$ cat config.mk
export PLATFORM = sky130hd
export DESIGN_NAME = led_bar_charge_animator_flat
export DESIGN_NICKNAME = d
export VERILOG_FILES = /design/src/hw/rtl/lbca_pkg.sv /design/src/hw/rtl/lbca_ifs.sv /design/src/hw/rtl/lbca_core.sv /design/src/hw/rtl/led_bar_charge_animator.sv /design/src/flat_wrapper.sv
export SDC_FILE = /design/constraint.sdc
export NUM_CORES = 1
export LEC_CHECK = 0
export BUFFER_PORTS_ARGS = -buffer_cell sky130_fd_sc_hd__buf_2
export CORE_MARGIN = 2
export CORE_UTILIZATION = 43
export CTS_CLUSTER_SIZE = 24
export DETAILED_ROUTE_END_ITERATION = 6
export PLACE_DENSITY = 0.68
export SYNTH_ARGS = -nofsm -noshare
export SYNTH_HDL_FRONTEND = slang
export SYNTH_SLANG_ARGS = --single-unit
export TNS_END_PERCENT = 100
$ cat constraint.sdc
create_clock -name clk -period 3.7 [get_ports clk]
set_input_delay 0.185 -clock clk [delete_from_list [all_inputs] [get_ports clk]]
set_output_delay 0.185 -clock clk [all_outputs]
set_load 0.02 [all_outputs]
$ cat src/hw/rtl/lbca_pkg.sv
// Shared types, constants and bar-pattern functions for the LED-bar charge animator.
package lbca_pkg;

  // Manager state codes.
  localparam logic [7:0] ST_CHARGING  = 8'h02;
  localparam logic [7:0] ST_BLINK     = 8'h03;
  localparam logic [7:0] ST_OFF_A     = 8'h05;
  localparam logic [7:0] ST_OFF_B     = 8'h06;
  localparam logic [7:0] ST_FAULT_LO  = 8'h07;
  localparam logic [7:0] ST_FAULT_HI  = 8'h1b;
  localparam logic [7:0] ST_FAULT_ALT = 8'hff;

  // Bar patterns.
  localparam logic [7:0] BAR_FAULT = 8'hfa;
  localparam logic [7:0] BAR_OFF   = 8'h00;
  localparam logic [7:0] BAR_SEG1  = 8'h84;
  localparam logic [7:0] BAR_SEG2  = 8'hc4;
  localparam logic [7:0] BAR_SEG3  = 8'he4;
  localparam logic [7:0] BAR_SEG4  = 8'hf4;
  localparam logic [7:0] BAR_FULL  = 8'hfc;
  localparam logic [7:0] LEVEL_MASK = 8'hfe;

  // Thresholds.
  localparam logic [7:0]  SOC_STEADY    = 8'd95;
  localparam logic [7:0]  SOC_BAND_E    = 8'd90;
  localparam logic [7:0]  SOC_BAND_D    = 8'd75;
  localparam logic [7:0]  SOC_BAND_C    = 8'd50;
  localparam logic [7:0]  SOC_BAND_B    = 8'd25;
  localparam logic [31:0] BLINK_START   = 32'd200;
  localparam logic [31:0] METRIC_STEADY = 32'd299;
  localparam logic [4:0]  WRAP_NORMAL   = 5'd23;
  localparam logic [4:0]  WRAP_BAND_D   = 5'd24;
  localparam logic [4:0]  PHASE_DIM     = 5'd12;

  // Charge band used by the fill-up animation.
  typedef enum logic [2:0] {
    BAND_A,
    BAND_B,
    BAND_C,
    BAND_D,
    BAND_E
  } band_t;

  // One input item.
  typedef struct packed {
    logic [7:0]  state_code;
    logic [7:0]  soc_percent;
    logic        mode_flag;
    logic [31:0] elapsed_count;
    logic [31:0] charge_metric;
  } item_t;

  // One result item.
  typedef struct packed {
    logic [7:0] led_byte;
    logic       send;
    logic       clear_mode_flag;
  } result_t;

  // Steady bar for a charge percentage.
  function automatic logic [7:0] full_bar(input logic [7:0] soc);
    logic [7:0] bar;
    if (soc >= SOC_BAND_E) bar = BAR_FULL;
    else if (soc >= SOC_BAND_D) bar = BAR_SEG4;
    else if (soc >= SOC_BAND_C) bar = BAR_SEG3;
    else if (soc >= SOC_BAND_B) bar = BAR_SEG2;
    else if (soc != 8'd0) bar = BAR_SEG1;
    else bar = BAR_OFF;
    return bar;
  endfunction

  // Bar one segment dimmer than the steady bar.
  function automatic logic [7:0] dim_bar(input logic [7:0] soc);
    logic [7:0] bar;
    if (soc >= SOC_BAND_E) bar = BAR_SEG4;
    else if (soc >= SOC_BAND_D) bar = BAR_SEG3;
    else if (soc >= SOC_BAND_C) bar = BAR_SEG2;
    else if (soc >= SOC_BAND_B) bar = BAR_SEG1;
    else bar = BAR_OFF;
    return bar;
  endfunction

endpackage

$ cat src/hw/rtl/lbca_ifs.sv
// Valid/ready channel interfaces for the input and result items.
interface lbca_in_if;
  logic        valid;
  logic        ready;
  logic [7:0]  state_code;
  logic [7:0]  soc_percent;
  logic        mode_flag;
  logic [31:0] elapsed_count;
  logic [31:0] charge_metric;

  modport source (
    output valid, state_code, soc_percent, mode_flag, elapsed_count, charge_metric,
    input  ready
  );
  modport sink (
    input  valid, state_code, soc_percent, mode_flag, elapsed_count, charge_metric,
    output ready
  );
endinterface

interface lbca_out_if;
  logic       valid;
  logic       ready;
  logic [7:0] led_byte;
  logic       send;
  logic       clear_mode_flag;

  modport source (output valid, led_byte, send, clear_mode_flag, input ready);
  modport sink (input valid, led_byte, send, clear_mode_flag, output ready);
endinterface

$ cat src/hw/rtl/lbca_core.sv
// Animation state and per-tick update logic: blink counter, bar level, last sent byte.
module lbca_core (
  input  logic             clk,
  input  logic             rst_n,
  input  logic             fire,
  input  lbca_pkg::item_t   item,
  output lbca_pkg::result_t result
);
  import lbca_pkg::*;

  logic [4:0] blink_counter_r, blink_counter_nxt;
  logic [7:0] bar_level_r, bar_level_nxt;
  logic [7:0] last_sent_r, last_sent_nxt;

  logic       is_fault;
  logic       is_off;
  logic       steady_full;
  band_t      band;
  logic [4:0] step;
  logic [4:0] wrap_limit;
  logic [4:0] advanced;
  logic [7:0] fill_level;
  logic       mode_bit;
  logic [7:0] byte_out;

  // Decode the state and the charge band.
  always_comb begin
    is_fault = ((item.state_code >= ST_FAULT_LO) && (item.state_code <= ST_FAULT_HI)) ||
               (item.state_code == ST_FAULT_ALT);
    is_off = (item.state_code == ST_OFF_A) || (item.state_code == ST_OFF_B);
    steady_full = (item.soc_percent >= SOC_STEADY) && (item.charge_metric <= METRIC_STEADY);
    if (item.soc_percent >= SOC_BAND_E) band = BAND_E;
    else if (item.soc_percent >= SOC_BAND_D) band = BAND_D;
    else if (item.soc_percent >= SOC_BAND_C) band = BAND_C;
    else if (item.soc_percent >= SOC_BAND_B) band = BAND_B;
    else band = BAND_A;
  end

  // Next phase of the counter; the 75..89 band runs one phase longer when charging.
  always_comb begin
    wrap_limit = ((item.state_code == ST_CHARGING) && (band == BAND_D)) ?
                 WRAP_BAND_D : WRAP_NORMAL;
    step = blink_counter_r + 5'd1;
    advanced = (step > wrap_limit) ? 5'd0 : step;
  end

  // Fill-up level for the current phase; between steps the level holds.
  always_comb begin
    fill_level = bar_level_r;
    unique case (band)
      BAND_A: begin
        unique case (blink_counter_r)
          5'd0:    fill_level = BAR_OFF;
          5'd12:   fill_level = BAR_SEG1;
          default: fill_level = bar_level_r;
        endcase
      end
      BAND_B: begin
        unique case (blink_counter_r)
          5'd0:    fill_level = BAR_OFF;
          5'd8:    fill_level = BAR_SEG1;
          5'd16:   fill_level = BAR_SEG2;
          default: fill_level = bar_level_r;
        endcase
      end
      BAND_C: begin
        unique case (blink_counter_r)
          5'd0:    fill_level = BAR_OFF;
          5'd6:    fill_level = BAR_SEG1;
          5'd12:   fill_level = BAR_SEG2;
          5'd18:   fill_level = BAR_SEG3;
          default: fill_level = bar_level_r;
        endcase
      end
      BAND_D: begin
        unique case (blink_counter_r)
          5'd0:    fill_level = BAR_OFF;
          5'd5:    fill_level = BAR_SEG1;
          5'd10:   fill_level = BAR_SEG2;
          5'd15:   fill_level = BAR_SEG3;
          5'd20:   fill_level = BAR_SEG4;
          default: fill_level = bar_level_r;
        endcase
      end
      BAND_E: begin
        unique case (blink_counter_r)
          5'd0:    fill_level = BAR_OFF;
          5'd4:    fill_level = BAR_SEG1;
          5'd8:    fill_level = BAR_SEG2;
          5'd12:   fill_level = BAR_SEG3;
          5'd16:   fill_level = BAR_SEG4;
          5'd20:   fill_level = BAR_FULL;
          default: fill_level = bar_level_r;
        endcase
      end
      default: fill_level = bar_level_r;
    endcase
  end

  // Bar level and counter update for this tick.
  always_comb begin
    bar_level_nxt = full_bar(item.soc_percent);
    blink_counter_nxt = 5'd0;
    mode_bit = item.mode_flag;
    if (is_fault) begin
      bar_level_nxt = BAR_FAULT;
    end else if (item.state_code == ST_BLINK) begin
      if (item.elapsed_count >= BLINK_START) begin
        if (blink_counter_r == 5'd0) bar_level_nxt = full_bar(item.soc_percent);
        else if (blink_counter_r == PHASE_DIM) bar_level_nxt = dim_bar(item.soc_percent);
        else bar_level_nxt = bar_level_r;
        blink_counter_nxt = advanced;
      end
    end else if (item.state_code == ST_CHARGING) begin
      if (steady_full) begin
        bar_level_nxt = BAR_FULL;
      end else begin
        bar_level_nxt = fill_level;
        blink_counter_nxt = advanced;
      end
    end else if (is_off) begin
      bar_level_nxt = BAR_OFF;
      mode_bit = 1'b0;
    end
    byte_out = (bar_level_nxt & LEVEL_MASK) | {7'd0, mode_bit};
    last_sent_nxt = byte_out;
  end

  assign result.led_byte        = byte_out;
  assign result.send            = (byte_out != last_sent_r);
  assign result.clear_mode_flag = is_off;

  // State registers advance once per processed item.
  always_ff @(posedge clk) begin
    if (!rst_n) begin
      blink_counter_r <= 5'd0;
      bar_level_r     <= 8'd0;
      last_sent_r     <= 8'd0;
    end else if (fire) begin
      blink_counter_r <= blink_counter_nxt;
      bar_level_r     <= bar_level_nxt;
      last_sent_r     <= last_sent_nxt;
    end
  end

endmodule

$ cat src/hw/rtl/led_bar_charge_animator.sv
// LED-bar charge animator: one update item in, one LED-bar item out, one item per cycle when the output does not stall.
// Accepts one update item per clock cycle unless the output stalls. Each item is captured in an input register,
// its bar level, send strobe and mode-clear request are computed combinationally against
// the animation state, and the result is held in an output register: the result is offered
// from the output register, which loads it once that register is empty or its last result is taken.
// While a finished result waits to be taken, the input register still accepts
// one more item, and input stalls only once that item is held as well.
module led_bar_charge_animator (
  input  logic       clk,
  input  logic       rst_n,
  lbca_in_if.sink    in_item,
  lbca_out_if.source out_item
);
  import lbca_pkg::*;

  logic    in_valid_r;
  item_t   in_data_r;
  logic    out_valid_r;
  result_t out_data_r;
  result_t result;
  logic    advance;
  logic    fire;

  // Pipeline control: the output register advances when empty or taken.
  assign advance = !out_valid_r || out_item.ready;
  assign fire = in_valid_r && advance;
  assign in_item.ready = !in_valid_r || advance;

  // Input register.
  always_ff @(posedge clk) begin
    if (!rst_n) begin
      in_valid_r <= 1'b0;
    end else if (in_item.valid && in_item.ready) begin
      in_valid_r <= 1'b1;
    end else if (fire) begin
      in_valid_r <= 1'b0;
    end
  end

  always_ff @(posedge clk) begin
    if (in_item.valid && in_item.ready) begin
      in_data_r.state_code    <= in_item.state_code;
      in_data_r.soc_percent   <= in_item.soc_percent;
      in_data_r.mode_flag     <= in_item.mode_flag;
      in_data_r.elapsed_count <= in_item.elapsed_count;
      in_data_r.charge_metric <= in_item.charge_metric;
    end
  end

  // Update logic and animation state.
  lbca_core u_core (
    .clk    (clk),
    .rst_n  (rst_n),
    .fire   (fire),
    .item   (in_data_r),
    .result (result)
  );

  // Output register.
  always_ff @(posedge clk) begin
    if (!rst_n) begin
      out_valid_r <= 1'b0;
    end else if (advance) begin
      out_valid_r <= fire;
    end
  end

  always_ff @(posedge clk) begin
    if (fire) begin
      out_data_r <= result;
    end
  end

  assign out_item.valid           = out_valid_r;
  assign out_item.led_byte        = out_data_r.led_byte;
  assign out_item.send            = out_data_r.send;
  assign out_item.clear_mode_flag = out_data_r.clear_mode_flag;

endmodule
$ cat src/flat_wrapper.sv
// flat-port wrapper written by rule: the top's interface ports become plain ports
module led_bar_charge_animator_flat import lbca_pkg::*;
  (clk, rst_n, in_item_valid, in_item_state_code, in_item_soc_percent, in_item_mode_flag, in_item_elapsed_count, in_item_charge_metric, in_item_ready, out_item_valid, out_item_led_byte, out_item_send, out_item_clear_mode_flag, out_item_ready);
  lbca_in_if in_item_i ();
  lbca_out_if out_item_i ();
  input  logic clk;
  input  logic rst_n;
  input wire logic [$bits(in_item_i.valid)-1:0] in_item_valid;
  input wire logic [$bits(in_item_i.state_code)-1:0] in_item_state_code;
  input wire logic [$bits(in_item_i.soc_percent)-1:0] in_item_soc_percent;
  input wire logic [$bits(in_item_i.mode_flag)-1:0] in_item_mode_flag;
  input wire logic [$bits(in_item_i.elapsed_count)-1:0] in_item_elapsed_count;
  input wire logic [$bits(in_item_i.charge_metric)-1:0] in_item_charge_metric;
  output wire logic [$bits(in_item_i.ready)-1:0] in_item_ready;
  output wire logic [$bits(out_item_i.valid)-1:0] out_item_valid;
  output wire logic [$bits(out_item_i.led_byte)-1:0] out_item_led_byte;
  output wire logic [$bits(out_item_i.send)-1:0] out_item_send;
  output wire logic [$bits(out_item_i.clear_mode_flag)-1:0] out_item_clear_mode_flag;
  input wire logic [$bits(out_item_i.ready)-1:0] out_item_ready;
  assign in_item_i.valid = in_item_valid;
  assign in_item_i.state_code = in_item_state_code;
  assign in_item_i.soc_percent = in_item_soc_percent;
  assign in_item_i.mode_flag = in_item_mode_flag;
  assign in_item_i.elapsed_count = in_item_elapsed_count;
  assign in_item_i.charge_metric = in_item_charge_metric;
  assign in_item_ready = in_item_i.ready;
  assign out_item_valid = out_item_i.valid;
  assign out_item_led_byte = out_item_i.led_byte;
  assign out_item_send = out_item_i.send;
  assign out_item_clear_mode_flag = out_item_i.clear_mode_flag;
  assign out_item_i.ready = out_item_ready;
  led_bar_charge_animator u_core (.clk(clk), .rst_n(rst_n), .in_item(in_item_i), .out_item(out_item_i));
endmodule
After elaboration in Yosys (flattened, before gate mapping)
Cells that the tools add are included.
- input port bits: 85
- logic and storage cells: 100
- register bits after elaboration: 113
- output and inout port bits: 12
- reductions and logical operators: 15
- equal/unequal tests: 20
- mux-type cells: 40
- $lt $le $gt $ge: 10
- bitwise operators: 1
- add/subtract/negate cells: 1
- operators by type and width (kind ; number):
    $mux 8 ; 17
    $pmux 8 s5 ; 2
    $pmux 8 s6 ; 1
    $ge 32x8->1 const B ; 1
    $le 32x9->1 const B ; 1
    $pmux 8 s4 ; 1
    $mux 5 ; 6
    $ge 8x7->1 const B ; 3
    $pmux 8 s3 ; 1
    $eq 5x4->1 const B ; 4
    $eq 8x2->1 const B ; 2
    $eq 8x3->1 const B ; 2
    $pmux 8 s2 ; 1
    $eq 5x3->1 const B ; 3
    $eq 5x5->1 const B ; 3
    $eq 8x8->1 const B ; 1
    $ge 8x3->1 const B ; 1
    $ge 8x5->1 const B ; 1
    $ge 8x6->1 const B ; 1
    $le 8x5->1 const B ; 1
    $ne 8x8->1 ; 1
    $or 8x1->8 ; 1
    $reduce_bool 8->1 ; 1
    $mux 1 ; 7
    14 further kinds ; 24

Longest topological paths before layout
Gate-level depths: netlist of the first run.
- depth in word-level cells: 14
- gate-level depth with buffers: 14
- depth with buffers taken out: 13

By module
A second synthesis of the first run with hierarchy kept.
- cells, all modules: 409
- area, all modules: 5104.9 sq um
- modules (own cells, without submodules) (module ; area each (sq um) ; sequential area each (sq um) ; cells an instance ; instances):
    led_bar_charge_animator ; 2836.5 ; 2772.7 ; 100 ; 1
    lbca_core ; 2268.4 ; 260.2 ; 309 ; 1

Least setup slack after synthesis of the first run
Ideal clock, no wire load.
- kind: flip-flop to flip-flop
- from: reg u_core.in_data_r[66] (netlist bit)
- to: reg u_core.u_core.blink_counter_r[2]
- path buffers: 0
- stages on the path, launching flop included: 14
- clock period less this slack: 3.509 ns
- setup slack: 0.191 ns
- arrival time: 3.438 ns
- data required time: 3.629 ns
- cells stage by stage: edfxtp_1 -> o211a_1 -> or3_1 -> or3_1 -> inv_1 -> ha_1 -> nor2b_1 -> o21a_1 -> o21a_1 -> o221a_2 -> a2111oi_2 -> nor2b_1 -> o21ai_0 -> a21oi_1
- cells in the longest elaborated chain, start to end: 14
- elaborated cells between the ends (all ways): 20
- ends and longest elaborated chain (what ; line ; text):
    from (decl) ; led_bar_charge_animator.sv:17 ; item_t in_data_r;
    $ge 8x5->1 ; lbca_core.sv:35 ; else if (item.soc_percent >= SOC_BAND_B) band = BAND_B;
    $mux 1 ; lbca_core.sv:35 ;
    $mux 2 ; lbca_core.sv:34 ; else if (item.soc_percent >= SOC_BAND_C) band = BAND_C;
    $mux 2 ; lbca_core.sv:33 ; else if (item.soc_percent >= SOC_BAND_D) band = BAND_D;
    $mux 3 ; lbca_core.sv:32 ; if (item.soc_percent >= SOC_BAND_E) band = BAND_E;
    $eq 3x2->1 ; lbca_core.sv:41 ; wrap_limit = ((item.state_code == ST_CHARGING) && (band == BAND_D)) ?
    $logic_and 1x1->1 ; lbca_core.sv:41 ;
    $mux 4 ; lbca_core.sv:41 ;
    $gt 5x5->1 ; lbca_core.sv:44 ; advanced = (step > wrap_limit) ? 5'd0 : step;
    $mux 5 ; lbca_core.sv:44 ;
    $mux 5 ; lbca_core.sv:115 ; if (steady_full) begin
    $mux 5 ; lbca_core.sv:114 ; end else if (item.state_code == ST_CHARGING) begin
    $mux 5 * ; lbca_core.sv:107 ; end else if (item.state_code == ST_BLINK) begin
    $mux 5 * ; lbca_core.sv:105 ; if (is_fault) begin
    to (signal assigned) ; lbca_core.sv:140 ; blink_counter_r <= blink_counter_nxt;
    to (decl) ; lbca_core.sv:11 ; logic [4:0] blink_counter_r, blink_counter_nxt;
Mark *: on every way between the ends. The rest lies on a longest branch, timed or not.
A chain may end at the register's enable or synchronous reset.

Worst setup path in the final report of the first run
- from: reg u_core.in_data_r[67] (netlist bit)
- to: reg u_core.u_core.blink_counter_r[2]
The elaborated chain is that of the path after synthesis.

==> run summary, run 1 <==
status: completed
final hold vios: 0
Reg clk slew, reported paths: 0.07 ns
most frequent cells in the layout: 91 x buf_2, 86 x edfxtp_1, 39 x dlygate4sd3_1
DRC Markers: 0
Final Max Slew Viols: 0
async set-reset flop share out of synthesis: 0%
crit path capture type: flop
number of port buffers: 91
number of H-tree levels: 3
GP Congestion: 0.900
DR pass1 iterations: 5
post-synth cell types: 68
Setup TNS Final: 0 ns
P&R area growth vs syn: 27.3%
synthesized netlist cell count: 421
Post-Route WL: 11800 um
Seq cells post-synth: 101
standard-cell rows: 39
total CTS buffers: 9
share of cells above drive strength 1: 24.6%
Synth area leader: edfxtp_1
die width: 111 um
Worst-Margin Slew: 0.980 ns
Ys Warns: 0
first-pass GRT wire length: 18800 um
commonest non-fill, non-tap cell in the layout: buf_2
gr usage total: 19.0%
RSZ-0062 raised after global routing: no
Final WS setup: 0.235 ns
n_diodes: 0
number of synthesized flops with an enable pin: 86
max_cap viols: 0
final net count: 648
core area: 11300 um^2
clock sink count: 101
Max Fclk: 289 MHz
largest net degree at the start of global routing: 77
dpl hpwl: 8270 um
period utilization: 93.6%
final setup vio count: 0
Clk Latency, worst-skew pair: 0.35 ns
CP max FO: 4
CTS Buffer Depth: 2
CP Data Required Time: 3.97 ns
CP Launch Type: flop
gr ovfl total: 0
Mapped Area: 4930 um^2
DIE AREA: 12300 um^2
Yosys top cell area share: 52.4%
fraction of the yosys area taken by sequential cells: 58.5%
Avg Inst Size Synth: 11.7 um^2
max_slew headroom: 34.7%
Vias/cell: 5.70
initial antenna violation count: 0
Critical Path AT: 3.74 ns
IR drop worst, VDD: 0.000349 V
power per cell area: 395 nW/um^2
CTS tree: built
Syn Nets: 514
total I/O pin count: 97
clock root cell: clkbuf_16
vias in the first global route: 3888
CP Class: reg2reg
hold crit path type: in2reg
wire per inst: 16.8 um
worst slack at placement: 0.0656 ns
top post-synthesis cells by area: edfxtp_1 52%, dfxtp_1 6.1%, nor4_1 2.3%
leak pwr: 2.36 nW
Initial Util: 43.5%
antenna-violating nets left: 0
die height: 111 um
Initial DRC Count: 264
Clock Skew: 0.00876 ns
minimum clock period: 3.46 ns
routed via count: 4009
ys flop type: edfxtp_1
==> through the flow <==
step / cells / total power [mW] / hold WS, ns / instance area (um^2) / utilization [%]
6_report: 703 / 2.48 / 0.00630 / 6270 / 55.4
3_5_place_dp: 648 / 1.55 / 0.363 / 5570 / 49.2
3_3_place_gp: 648 / 1.54 / 0.362 / 5570 / 49.2
5_1_grt: 703 / 2.57 / 0.0000831 / 6270 / 55.4
4_1_cts: 697 / 2.49 / 0.0000422 / 6200 / 54.7
2_1_floorplan: 421 / 1.47 / 0.284 / 4930 / -
==> timing repair <==
item | 4_1_cts | 5_1_grt
resized for setup | 0 | 2
hold buffers | 33 | 6
setup buffers | 0 | 0
setup endpoints to repair | 0 | 5
endpoints found under the hold margin | 33 | 6
==> registers in the layout, indices dropped and copies added (netlist names) <==
signal                           cells
u_core.in_data_r                    76
u_core.u_core.blink_counter_r        5
u_core.out_item.clear_mode_flag      1
u_core.out_item.send                 1
u_core.out_item.led_byte             8
u_core.in_valid_r                    1
u_core.out_item.valid                1
u_core.u_core.last_sent_r            1
u_core.u_core.bar_level_r            7
==> critical path, cell delays in order, from the launching register on <==
cell	delay, ns
edfxtp_1	0.41
o211a_1	0.26
or3_1	0.43
or3_4	0.44
inv_1	0.10
ha_1	0.25
nor2b_1	0.14
o21a_1	0.17
o21a_1	0.17
o221a_2	0.26
a2111oi_4	0.35
nor2b_1	0.17
o21ai_0	0.08
a21oi_1	0.16
==> layer usage <==
layer / GRT usage, % / wire length (um) / vias to the layer above
li1: - / - / 1926
met1: 23.4 / 4960 / 1900
met2: 31.2 / 5780 / 164
met3: 5.63 / 801 / 19
met4: 8.48 / 291 / 0
met5: 0 / 0 / -
==> cells by family after synthesis <==
kind of cell	after synthesis	synth area share, %
and+or+nand+nor	156	17.7
AOI/OAI and AO/OA	115	17.4
DFF	101	58.5
buffers and inverters	33	2.79
adders and majority gates	8	2.03
xor gates and xnor gates	4	0.711
muxes	4	0.863
==> path summary, 6_finish.rpt <==
kind / startpoint / end / slack (ns) / depth (start not counted)
worst max-delay path: u_core.in_data_r[67] / u_core.u_core.blink_counter_r[2] / 0.24 / 13
worst min register to register: u_core.u_core.last_sent_r[0] / u_core.u_core.last_sent_r[0] / 0.49 / 2
worst min-delay path: in_item_charge_metric[15] / u_core.in_data_r[15] / 0.006 / 1
worst max register to register: u_core.in_data_r[67] / u_core.u_core.blink_counter_r[2] / 0.24 / 13
==> where the power goes <==
part	internal (mW)	switching (mW)	total, mW
clock network	0.473	0.448	0.921
registers	1.30	0.0319	1.34
logic	0.109	0.115	0.224
==> synthesized netlist by cell type (3+ instances only) <==
| cell | count |
|---|---|
| nand3_1 | 16 |
| nand3b_1 | 4 |
| a211oi_1 | 9 |
| dfxtp_1 | 15 |
| xor2_1 | 3 |
| o21a_1 | 6 |
| nor4bb_1 | 4 |
| o22a_1 | 3 |
| and2_1 | 7 |
| ha_1 | 8 |
| buf_2 | 5 |
| nor3_1 | 12 |
| o21ai_0 | 18 |
| nor2b_1 | 7 |
| inv_1 | 13 |
| or2_2 | 4 |
| o211ai_1 | 3 |
| a21boi_0 | 3 |
| o211a_1 | 3 |
| a21o_1 | 6 |
| clkbuf_1 | 13 |
| a22oi_1 | 5 |
| nand2b_1 | 6 |
| nand2_1 | 23 |
| o32ai_1 | 4 |
| nor4_1 | 18 |
| a31oi_1 | 3 |
| or3_1 | 6 |
| and4b_1 | 3 |
| nor2_1 | 26 |
| edfxtp_1 | 86 |
| nand4_1 | 6 |
| or4_1 | 3 |
| and3_1 | 3 |
| o22ai_1 | 4 |
| a21oi_1 | 21 |
==> layout make-up <==
| type | instances | area, um^2 |
|---|---|---|
| Multi-Input combinational cell | 287 | 1930 |
| Fill cell | 950 | 5050 |
| Inverter | 13 | 48.8 |
| Clock inverter | 7 | 66.3 |
| Tap cell | 143 | 179 |
| Sequential cell | 101 | 2880 |
| Timing Repair Buffer | 143 | 943 |
| Clock buffer | 9 | 225 |
No activity file was read; power rests on OpenSTA's default activity.
==> inputs of run 2 (changes only) <==
REMOVE_ABC_BUFFERS = 1   (was not set)
==> run summary, run 2 (synthesis gave the netlist of run 1 again) <==
share of cells above drive strength 1: 27.0%
Vias/cell: 5.74
RSZ-0062 raised after global routing: no
hold crit path type: in2reg
CP startpoint: u_core.in_data_r[69]
P&R area growth vs syn: 22.3%
Initial DRC Count: 206
met3 usage: 4.87%
hold_sp: in_item_elapsed_count[10]
Top reg by flops: u_core.in_data_r
number of port buffers: 91
commonest non-fill, non-tap cell in the layout: buf_2
n_diodes: 0
CTS Buffer Depth: 2
Switch Pwr: 0.590 mW
Final Max Slew Viols: 0
CP max stage cell: edfxtp_1
core area: 11300 um^2
standard-cell rows: 39
die width: 111 um
Clock power frac: 37.4%
gr ovfl total: 0
Reg power frac: 54.4%
CP Class: reg2reg
dpl hpwl: 8260 um
max FFs per register: 76
most frequent cells in the layout: 91 x buf_2, 86 x edfxtp_1, 26 x nor2_1
crit path capture type: flop
origin of the critical flop-to-flop path: u_core.in_data_r[69]
# fillers: 982
Most Crowded Layer GR: met2
power per cell area: 408 nW/um^2
largest net degree at the start of global routing: 42
internal cell power: 1.87 mW
combinational share of power: 8.2%
GP Congestion: 0.912
routed via count: 3907
final setup vio count: 0
antenna-violating nets left: 0
CP Launch Type: flop
clock root cell: clkbuf_16
initial antenna violation count: 0
period utilization: 94.9%
Sw Share: 24.0%
CP max FO: 7
final net count: 626
Clk Latency, worst-skew pair: 0.35 ns
Worst path top cell family by delay: compound AO/OA/AOI/OAI gates
Setup TNS Final: 0 ns
clock sink count: 101
number of H-tree levels: 3
GR Layer Usage met1: 23.3%
max_cap viols: 0
Clock Skew: 0.0111 ns
Max Fclk: 285 MHz
wire per inst: 16.5 um
Reg clk slew, reported paths: 0.07 ns
leak pwr: 2.28 nW
slowest stage delay, CP: 0.48 ns
Post-Route WL: 11200 um
Critical Path AT: 3.79 ns
gr usage total: 18.3%
total CTS buffers: 9
DIE AREA: 12300 um^2
Final WS setup: 0.187 ns
DRC Markers: 0
first-pass GRT wire length: 18100 um
CP Data Required Time: 3.98 ns
total I/O pin count: 97
Initial Util: 43.5%
Buf/Inv on CP: 2
die height: 111 um
vias in the first global route: 3706
crit-path cells: o211a_1 -> or3_4 -> or3_4 -> inv_1 -> ha_1 -> nor2b_1 -> o21a_1 -> o21a_1 -> o221a_2 -> a2111oi_2 -> buf_4 -> nor2b_1 -> o21ai_0 -> a21oi_1
worst slack at placement: 0.0728 ns
final hold vios: 0
max_slew headroom: 49.5%
status: completed
Worst-Margin Slew: 0.750 ns
CTS tree: built
minimum clock period: 3.51 ns
IR drop worst, VDD: 0.000318 V
DR pass1 iterations: 5
met2 Usage GRT: 30.6%
[run 2: cell count changes in the layout (fill, tap and decap cells not counted), sizes merged]
cell / before / now
dlygate4sd3: 39 / 11
buf: 104 / 110
[run 2: area by class of cell]
class / instances / area [um^2] / share of cell area, %
sequential: 101 / 2880 / 47.8
multi-input combinational: 287 / 1920 / 31.8
timing repair buffer: 121 / 708 / 11.7
clock buffer: 9 / 225 / 3.74
tap: 143 / 179 / 2.97
clock inverter: 7 / 66.3 / 1.10
inverter: 13 / 48.8 / 0.809
[run 2: final timing paths]
| path | end | slack (ns) | cells past startpoint |
|---|---|---|---|
| worst max register to register | u_core.u_core.blink_counter_r[2] | 0.19 | 14 |
| worst min-delay path | u_core.in_data_r[42] | 0.005 | 1 |
| worst max-delay path | u_core.u_core.blink_counter_r[2] | 0.19 | 14 |
| worst min register to register | u_core.u_core.last_sent_r[0] | 0.49 | 2 |
[run 2: stage by stage]
step / instances / power (mW) / utilization, % / cell area [um^2] / hold WS [ns]
2_1_floorplan: 401 / 1.46 / - / 4840 / 0.284
3_5_place_dp: 651 / 1.55 / 49.4 / 5600 / 0.363
5_1_grt: 681 / 2.55 / 53.3 / 6030 / -0.00238
6_report: 681 / 2.46 / 53.3 / 6030 / 0.00460
4_1_cts: 671 / 2.47 / 52.4 / 5930 / 0.0000747
3_3_place_gp: 651 / 1.54 / 49.4 / 5600 / 0.361
[run 2: power groups by stage]
| stage | sequential, mW | combinational, mW | clock, mW |
|---|---|---|---|
| after detailed placement | 1.36 | 0.191 | 0 |
| after global routing | 1.34 | 0.223 | 0.982 |
| after CTS | 1.34 | 0.195 | 0.935 |
| final | 1.34 | 0.202 | 0.920 |
| after floorplan | 1.36 | 0.0973 | 0 |
| after global placement | 1.36 | 0.186 | 0 |
[run 2: timing repair]
| item | CTS | global route |
|---|---|---|
| gates resized for setup | 0 | 2 |
| hold endpoints to repair | 4 | 7 |
| setup buffers | 0 | 3 |
| setup endpoints to repair | 0 | 1 |
| hold buffers | 4 | 7 |
[run 2: per-layer routing]
metal,up-vias,share of wire (%)
li1,1884,-
met1,1841,44
met2,164,48
met3,18,6.6
met4,0,1.8
met5,-,0
==> inputs of run 3 (changes only) <==
ABC_AREA = 1   (was not set)
RECOVER_POWER = 25   (was not set)
==> run summary, run 3 <==
status: completed
antenna-violating nets left: 0
Mapped Area: 5000 um^2
Final Max Slew Viols: 0
gr ovfl total: 0
Area after DPL: 5630 um^2
crit path capture type: flop
standard-cell rows: 39
CP Launch Type: flop
max_cap viols: 0
die height: 112 um
Initial DRC Count: 208
Worst Hold Slack: 0.0131 ns
vias in the first global route: 3980
Clock Skew: 0.0115 ns
ys flop type: edfxtp_1
largest net degree at the start of global routing: 41
Yosys top cell area share: 51.7%
share of cells above drive strength 1: 20.3%
initial antenna violation count: 0
Clk Latency, worst-skew pair: 0.35 ns
# fillers: 1000
max FFs per register: 76
Seq cells post-synth: 101
met3 usage: 5.99%
DR pass1 iterations: 5
Max Fclk: 348 MHz
CP Class: reg2reg
core area: 11400 um^2
die width: 112 um
wire per inst: 13.0 um
R2R depth: 15
worst slack at placement: 0.862 ns
FF/Latch Area: 2880 um^2
Ys Warns: 0
leak pwr: 2.67 nW
number of synthesized flops with an enable pin: 86
Avg Inst Size Synth: 8.96 um^2
Initial Util: 44.0%
total CTS buffers: 9
P&R area growth vs syn: 23.4%
footprint of the multi-input gates: 1850 um^2
CP Data Required Time: 3.96 ns
total I/O pin count: 97
met2 Usage GRT: 30.2%
Final WS setup: 0.826 ns
n_diodes: 0
power per cell area: 414 nW/um^2
Layout Cells excl Fill: 829
post-synth cell types: 31
period utilization: 77.7%
RSZ-0062 raised after global routing: no
fraction of the yosys area taken by sequential cells: 57.7%
Setup TNS Final: 0 ns
clock root cell: clkbuf_16
CTS tree: built
hold path cells: 1
GR Layer Usage met1: 21.3%
Reg clk slew, reported paths: 0.06 ns
dpl hpwl: 7960 um
Worst-Margin Slew: 0.815 ns
Most Crowded Layer GR: met2
final net count: 774
minimum clock period: 2.87 ns
DRC Markers: 0
CTS Buffer Depth: 2
R2R setup slack: 0.83 ns
top post-synthesis cells by area: edfxtp_1 52%, nand2_1 11%, nor2_1 6.8%
IR drop worst, VDD: 0.000483 V
synthesized netlist cell count: 558
commonest non-fill, non-tap cell in the layout: nand2_1
final setup vio count: 0
async set-reset flop share out of synthesis: 0%
top post-synthesis cells by count: 144 x nand2_1, 90 x nor2_1, 86 x edfxtp_1
hold crit path type: in2reg
Vias/cell: 4.91
final instance area: 6160 um^2
Critical Path AT: 3.13 ns
routed via count: 4072
DP Cell Count: 791
gr usage total: 17.8%
first-pass GRT wire length: 17600 um
CP max FO: 7
number of port buffers: 91
max_slew headroom: 45.6%
Post-Route WL: 10800 um
clock sink count: 101
DIE AREA: 12500 um^2
Top reg by flops: u_core.in_data_r
most frequent cells in the layout: 144 x nand2_1, 90 x nor2_1, 90 x buf_2
final hold vios: 0
Synth area leader: edfxtp_1
GP Congestion: 0.895
most frequent cell after synthesis: nand2_1
number of H-tree levels: 3
-- run 3: cell count changes after synthesis, sizes merged, moves of 8 or more --
cell | before | now
inv | 13 | 64
nand3 | 16 | 42
nor3 | 13 | 5
nor4 | 18 | 0
o21ai | 18 | 27
nor2 | 26 | 101
nand2 | 23 | 155
clkbuf | 13 | 3
-- run 3: kinds of logic (layout without fill, tap and decap cells) --
family                   Yosys count  in the layout  synth area share, %
XOR/XNOR                           4              4                0.701
AND/OR/NAND/NOR                  315            315                 27.7
buffers and inverters             68            196                 5.26
flip-flops                       101            101                 57.7
AO/OA/AOI/OAI                     62             62                 6.66
adder cells (fa/ha/maj)            8              8                 2.00
-- run 3: cell type report --
cell class                 instances  area share, %
clock inverter                     6           1.38
multi-input combinational        389           30.0
inverter                          64           3.90
tap                              143           2.90
timing repair buffer             116           11.3
sequential                       101           46.8
clock buffer                      10           3.71
-- run 3: per-stage QoR --
step,power [mW],util (%)
6_report,2.55,54.2
5_1_grt,2.65,54.2
4_1_cts,2.57,53.7
3_5_place_dp,1.57,49.5
3_3_place_gp,1.57,49.5
2_1_floorplan,1.49,-
-- run 3: worst paths after layout --
| check | startpoint | to |
|---|---|---|
| setup reg to reg | u_core.in_data_r[70] | u_core.u_core.blink_counter_r[0] |
| hold / removal | in_item_soc_percent[1] | u_core.in_data_r[66] |
| hold reg to reg | u_core.out_item.valid | u_core.out_item.valid |
| setup / recovery | u_core.in_data_r[70] | u_core.u_core.blink_counter_r[0] |
-- run 3: critical path: stages (launching register included) --
cell and delay, ns:
edfxtp_1 0.47, a21oi_1 0.27, nand2_2 0.18, nor2_1 0.25, nand2_1 0.17, inv_1 0.12, ha_1 0.24, inv_1 0.06
nor2_1 0.03, o21ai_0 0.16, nand2_1 0.09, a31oi_1 0.26, nand2_1 0.08, nor2_1 0.19, nor2_1 0.06, a211oi_1 0.16
-- run 3: per-layer routing --
| metal | vias to the layer above | part of all wire, % |
|---|---|---|
| met5 | - | 0 |
| met4 | 0 | 1.6 |
| met3 | 15 | 6.6 |
| met2 | 122 | 49 |
| met1 | 1833 | 43 |
| li1 | 2102 | - |
-- run 3: power by group --
group	switching (mW)	total (mW)	internal, mW
logic	0.137	0.230	0.0930
clock network	0.394	0.986	0.591
registers	0.0319	1.34	1.31
-- run 3: repair_timing --
action / CTS / global route
resized for setup: 0 / 0
buffers inserted: 0 / 0
endpoints found under the setup margin: 0 / 0
hold endpoints to repair: 16 / 6
hold buffers: 16 / 6
